<file path="config.mk">
export PLATFORM = sky130hd
export DESIGN_NAME = encoder_position_and_rpm_top
export DESIGN_NICKNAME = d
export VERILOG_FILES = /design/src/hdl/encrpm_pkg.sv /design/src/hdl/encoder_position_and_rpm_top.sv
export SDC_FILE = /design/constraint.sdc
export NUM_CORES = 2
export LEC_CHECK = 0
export BUFFER_PORTS_ARGS = -buffer_cell sky130_fd_sc_hd__buf_2
export CAP_MARGIN = 0
export CORE_AREA = 4 4 356 270
export DETAILED_ROUTE_END_ITERATION = 10
export DIE_AREA = 0 0 360 274
export PLACE_DENSITY_LB_ADDON = 0.2
export SLEW_MARGIN = 10
export SYNTH_ARGS = -nofsm -noshare
export SYNTH_HDL_FRONTEND = slang
export SYNTH_SLANG_ARGS = --single-unit
</file>
<file path="constraint.sdc">
create_clock -name clk -period 14.6 [get_ports clk]
set_input_delay 2.92 -clock clk [delete_from_list [all_inputs] [get_ports clk]]
set_output_delay 2.92 -clock clk [all_outputs]
set_load 0.02 [all_outputs]
</file>
<file path="src/hdl/encrpm_pkg.sv">
// Package: item types, state codes and constants for the encoder position and rpm block
`default_nettype none
package encrpm_pkg;

  localparam int QuoW     = 48;
  localparam int DivSteps = QuoW;
  localparam int StepW    = $clog2(DivSteps);

  localparam logic [15:0] MsPerMin = 16'd60000;
  localparam logic [15:0] CprReset = 16'd15000;

  localparam logic [QuoW-1:0] PosLimit = QuoW'(32'h7FFF_FFFF);
  localparam logic [QuoW-1:0] NegLimit = QuoW'(32'h8000_0000);

  typedef enum logic [0:0] {
    CMD_TICK   = 1'b0,
    CMD_SAMPLE = 1'b1
  } cmd_e_t;

  typedef enum logic [2:0] {
    ST_IDLE,
    ST_DELTA,
    ST_MULN,
    ST_MULD,
    ST_DIV,
    ST_DONE
  } state_t;

  typedef struct packed {
    cmd_e_t      command;
    logic [15:0] counter_value;
  } in_item_t;

  typedef struct packed {
    logic signed [31:0] speed_rpm;
    logic signed [31:0] position_count;
    logic        [31:0] elapsed_ms;
    logic               no_time_elapsed;
    logic               speed_saturated;
  } out_item_t;

endpackage
`default_nettype wire

</file>
<file path="src/hdl/encoder_position_and_rpm_top.sv">
// Top level: encoder position tracking and rpm measurement with an iterative divider
//
// Input channel in_valid/in_ready/in_item carries two kinds of item. A tick
// advances the millisecond clock and gives no result. A sample
// updates the position from the 16-bit counter and yields one result on
// out_valid/out_ready/out_item: speed, position, elapsed time and two flags.
// A sample runs through one shared 32x16 multiplier (numerator, then
// denominator) and a restoring divider that retires one quotient bit a cycle
// over 48 divide steps; when no time has elapsed it skips straight to the
// result. in_ready is low meanwhile.
// A result waits in the output register while the next items are taken; a
// following sample holds in its last step until that result is taken.
// counts_per_rev is written through cfg_we/cfg_data; zero acts as one.
// Reset (rst, synchronous) sets counts_per_rev to 15000 and clears position,
// clock and sample history.
`default_nettype none
module encoder_position_and_rpm_top (
  input  wire logic                  clk,
  input  wire logic                  rst,
  input  wire logic                  in_valid,
  output      logic                  in_ready,
  input  wire encrpm_pkg::in_item_t  in_item,
  output      logic                  out_valid,
  input  wire logic                  out_ready,
  output      encrpm_pkg::out_item_t out_item,
  input  wire logic                  cfg_we,
  input  wire logic [15:0]           cfg_data
);
  import encrpm_pkg::*;

  state_t state, state_next;

  logic [15:0]      counts_per_rev;
  logic [15:0]      last_counter;
  logic [31:0]      position_acc;
  logic [31:0]      ms_clock;
  logic [31:0]      prev_sample_time;
  logic [31:0]      prev_sample_position;
  logic [31:0]      dt;
  logic [31:0]      mag;
  logic             neg;
  logic             zero_dt;
  logic [QuoW-1:0]  den;
  logic [QuoW-1:0]  dvd;
  logic [QuoW-1:0]  rem;
  logic [StepW-1:0] step;

  logic             in_acc;
  logic             load_out;
  logic [15:0]      diff16;
  logic [31:0]      delta;
  logic [15:0]      cpr_eff;
  logic [31:0]      mul_a;
  logic [15:0]      mul_b;
  logic [QuoW-1:0]  mul_p;
  logic [QuoW:0]    rem_sh;
  logic [QuoW+1:0]  trial;
  logic             take;
  logic [31:0]      speed_fin;
  logic             sat_fin;

  assign in_ready = (state == ST_IDLE);
  assign in_acc   = in_valid && in_ready;
  assign load_out = (state == ST_DONE) && (!out_valid || out_ready);

  assign diff16  = in_item.counter_value - last_counter;
  assign delta   = position_acc - prev_sample_position;
  assign cpr_eff = (counts_per_rev == 16'd0) ? 16'd1 : counts_per_rev;

  assign mul_a = (state == ST_MULN) ? mag : dt;
  assign mul_b = (state == ST_MULN) ? MsPerMin : cpr_eff;
  assign mul_p = {16'b0, mul_a} * {32'b0, mul_b};

  assign rem_sh = {rem, dvd[QuoW-1]};
  assign trial  = {1'b0, rem_sh} - {2'b0, den};
  assign take   = !trial[QuoW+1];

  always_comb begin
    if (zero_dt) begin
      speed_fin = 32'd0;
      sat_fin   = 1'b0;
    end else if (neg) begin
      sat_fin   = (dvd > NegLimit);
      speed_fin = sat_fin ? 32'h8000_0000 : (32'd0 - dvd[31:0]);
    end else begin
      sat_fin   = (dvd > PosLimit);
      speed_fin = sat_fin ? 32'h7FFF_FFFF : dvd[31:0];
    end
  end

  always_ff @(posedge clk) begin
    if (rst) begin
      state <= ST_IDLE;
    end else begin
      state <= state_next;
    end
  end

  always_comb begin
    state_next = state;
    case (state)
      ST_IDLE: begin
        if (in_acc && (in_item.command == CMD_SAMPLE)) begin
          state_next = ST_DELTA;
        end
      end
      ST_DELTA: begin
        state_next = zero_dt ? ST_DONE : ST_MULN;
      end
      ST_MULN: begin
        state_next = ST_MULD;
      end
      ST_MULD: begin
        state_next = ST_DIV;
      end
      ST_DIV: begin
        if (step == StepW'(DivSteps - 1)) begin
          state_next = ST_DONE;
        end
      end
      ST_DONE: begin
        if (load_out) begin
          state_next = ST_IDLE;
        end
      end
      default: begin
        state_next = ST_IDLE;
      end
    endcase
  end

  always_ff @(posedge clk) begin
    if (rst) begin
      counts_per_rev       <= CprReset;
      last_counter         <= 16'd0;
      position_acc         <= 32'd0;
      ms_clock             <= 32'd0;
      prev_sample_time     <= 32'd0;
      prev_sample_position <= 32'd0;
      out_valid            <= 1'b0;
    end else begin
      if (cfg_we) begin
        counts_per_rev <= cfg_data;
      end
      if (in_acc) begin
        if (in_item.command == CMD_TICK) begin
          ms_clock <= ms_clock + 32'd1;
        end else begin
          last_counter     <= in_item.counter_value;
          position_acc     <= position_acc + {{16{diff16[15]}}, diff16};
          prev_sample_time <= ms_clock;
        end
      end
      if (state == ST_DELTA) begin
        prev_sample_position <= position_acc;
      end
      if (load_out) begin
        out_valid <= 1'b1;
      end else if (out_ready) begin
        out_valid <= 1'b0;
      end
    end
  end

  always_ff @(posedge clk) begin
    if (in_acc) begin
      dt      <= ms_clock - prev_sample_time;
      zero_dt <= (ms_clock == prev_sample_time);
    end
    case (state)
      ST_DELTA: begin
        neg <= delta[31];
        mag <= delta[31] ? (32'd0 - delta) : delta;
      end
      ST_MULN: begin
        dvd  <= mul_p;
        rem  <= '0;
        step <= '0;
      end
      ST_MULD: begin
        den <= mul_p;
      end
      ST_DIV: begin
        rem  <= take ? trial[QuoW-1:0] : rem_sh[QuoW-1:0];
        dvd  <= {dvd[QuoW-2:0], take};
        step <= step + StepW'(1);
      end
      default: begin
      end
    endcase
    if (load_out) begin
      out_item.speed_rpm       <= speed_fin;
      out_item.position_count  <= position_acc;
      out_item.elapsed_ms      <= dt;
      out_item.no_time_elapsed <= zero_dt;
      out_item.speed_saturated <= sat_fin;
    end
  end

  a_tick_adv : assert property (@(posedge clk) disable iff (rst)
    in_acc && (in_item.command == CMD_TICK) |=> ms_clock == $past(ms_clock) + 32'd1)
    else $error("tick did not advance the millisecond clock");

  a_sample_busy : assert property (@(posedge clk) disable iff (rst)
    in_acc && (in_item.command == CMD_SAMPLE) |=> !in_ready)
    else $error("sample did not hold off the input");

  a_zero_dt : assert property (@(posedge clk) disable iff (rst)
    out_valid && out_item.no_time_elapsed |->
      (out_item.speed_rpm == 32'sd0) && !out_item.speed_saturated)
    else $error("zero elapsed time gave nonzero speed");

  a_sat_val : assert property (@(posedge clk) disable iff (rst)
    out_valid && out_item.speed_saturated |->
      (out_item.speed_rpm == 32'sh7FFF_FFFF) || (out_item.speed_rpm == 32'sh8000_0000))
    else $error("saturated speed not at a limit");

endmodule
`default_nettype wire

</file>
==> results.toml <==
[status]
status = "finished, final reports clean"

[global_routing]
grt-ovfl-total = 0
grt_max_degree = 137
top_usage_layer = "met2"
antenna_found_initial = 1
grtUsageMet3 = 0.0604
grt_pass1_wl_mm = 198
use_met1 = 0.370
grt_usage = 0.256
met2_usage = 0.382
grt_pass1_vias = 33300

[floorplan]
dieArea_um2 = 98600
ios = 138
die_width_um = 360
row_count = 97
initial_utilization = 0.467
die_y_um = 274
core_area_um2 = 92700

[clock_network]
cts_setup_buffers = 0
clk_pin_slew_ns = 0.06
clk_latency_ns = 0.63
clockBufferDepth = 3
cts_tree = "done"
clock-sinks = 478
hold_buffers = 0
numCtsBuffers = 52
cts-root-buf = "clkbuf_16"
cts_resized = 0
h-tree-depth = 2

[yosys]
async_flop_share = 0
postSynthCellCount = 4847
ys_seq_elements = 478
synth_area_um2 = 43300
avgSynthCellArea_um2 = 8.93
yosysUniqueCellTypes = 87
synth_nets = 5588
synth_flop_cell = "edfxtp_1"
yosysMostFrequentCell = "nand2_1"
synth_area_leader_cell = "edfxtp_1"
synth_edf_count = 314
ys_seq_area_frac = 0.294
synth.top_cell.area_share = 0.218
netlist_top_cells_area = "edfxtp_1 (22%), fa_1 (20%), ha_1 (8.1%)"
ys_warn_count = 0
yosys-top-cells-count = "nand2_1 (788), inv_1 (620), fa_1 (423), nor2_1 (386), a21oi_1 (357)"

[sta]
grt_setup_unrepaired = "no"
setup-tns-final_ns = 0
setup_viol = 0
skew_ns = 0.0356
hold_viol = 0
slew_headroom = 0.240
period_share = 0.651
final.min_clock_period_ns = 9.50
fmax_mhz = 105
slew_viol_final = 0
worstMarginPinSlew_ns = 1.14

[final_layout]
drive_above_1_share = 0.0687
antennaDiodeCount = 0
area_delta_synth_final_pct = 8.28
nets = 5606

[place]
gp_congestion = 0.976
io_buffer_count = 137
hpwl_mm = 96.7

[drt]
antenna_left = 0
vias_per_cell = 5.60
drt-initial-drc-count = 3278
firstDrtPassIters = 6
routed_wl_mm = 127
drc = 0
wl_per_cell_um = 20.7
vias = 34400

[job]
maxCapViolations = 0

[setup_path]
cp.required_ns = 14.96
crit_type = "register to register"
crit_fanout = 136
arrival_ns = 9.86
cp-start-kind = "register"
crit_path_end_kind = "register"

[worst_hold_path]
hp-class = "register to register"
-- state kept, by name (all words and copies together), names as in the netlist, 48 cells and up --
name,count
rem,48
out_item,98
den,48
dvd,48
-- routing by layer --
metal	wire, um	vias to the layer above
met1	57700	16700
met3	11600	224
met2	53700	1348
li1	-	16100
met4	4390	2
met5	17	-
-- worst paths after layout --
path | from | endpoint | slack [ns] | cells past startpoint
setup / recovery | state[2] | dvd[46] | 5.10 | 27
hold reg to reg | last_counter[12] | last_counter[12] | 0.45 | 2
setup reg to reg | state[2] | dvd[46] | 5.10 | 27
hold / removal | last_counter[12] | last_counter[12] | 0.45 | 2
-- worst max-delay path: stages (launching register included) --
cell       delay, ns
dfxtp_1         0.55
nor2_1          0.16
nand2_4         0.52
buf_12          0.51
and2_1          0.21
buf_4           0.36
nand2_1         0.14
fa_1            0.55
fa_1            0.44
fa_1            0.52
inv_1           0.05
fa_1            0.47
fa_1            0.55
inv_1           0.06
fa_1            0.54
inv_1           0.05
ha_1            0.34
nand3_1         0.15
nor3_1          0.29
o2111ai_1       0.17
nand4_1         0.27
o21ai_0         0.18
o21ai_0         0.73
a31oi_1         0.25
o31ai_1         0.41
a21boi_0        0.19
xnor2_1         0.16
mux2_2          0.26
-- per-stage QoR --
step | setup WS, ns | cell area (um^2) | util | hold WS, ns | std cells
finish | 5.10 | 46900 | 0.506 | 0.453 | 6142
global route | 4.63 | 46900 | 0.506 | 0.473 | 6142
CTS | 5.19 | 46900 | 0.506 | 0.456 | 6142
detailed placement | 5.23 | 45100 | 0.487 | 0.448 | 6048
global placement | 5.48 | 45100 | 0.487 | 0.442 | 6048
floorplan | 6.58 | 43300 | - | 0.424 | 4847
-- cell type report --
cell class,count,area [um^2]
Clock buffer,69,1450
Clock inverter,25,305
Fill cell,8860,45800
Inverter,621,2330
Multi-Input combinational cell,3523,27400
Sequential cell,478,12700
Tap cell,1237,1550
Timing Repair Buffer,189,1090
-- layout by cell type, fill, tap and decap left out, types with 17 or more instances in the layout --
master / count
nand2b_1: 33
xnor2_1: 141
nand3_1: 149
o21a_1: 26
and3_1: 69
nor2b_1: 35
nand4_1: 27
nor3_1: 41
a211oi_1: 28
inv_1: 620
or3_1: 36
o211ai_1: 17
buf_4: 51
o21bai_1: 21
nor2_1: 384
a21oi_1: 357
edfxtp_1: 314
a31oi_1: 43
and2_1: 21
xor2_1: 100
o21ai_0: 126
dfxtp_1: 162
clkbuf_16: 53
a21o_1: 99
nand2_1: 784
ha_1: 280
mux2i_1: 39
o31ai_1: 22
fa_1: 423
buf_2: 136
-- logic make-up (layout without fill, tap and decap cells) --
logic type               after synthesis  count (layout)  synth area share
adder cells (fa/ha/maj)              703             703             0.276
buffers and inverters                846             904            0.0739
multiplexers                          52              52            0.0124
XOR/XNOR                             242             242            0.0491
flip-flops                           478             478             0.294
AO/OA/AOI/OAI                        849             849             0.121
AND/OR/NAND/NOR                     1677            1677             0.173
Power is not shown: default switching activity piles up to over one toggle a cycle in this logic, so the estimate is an artifact.
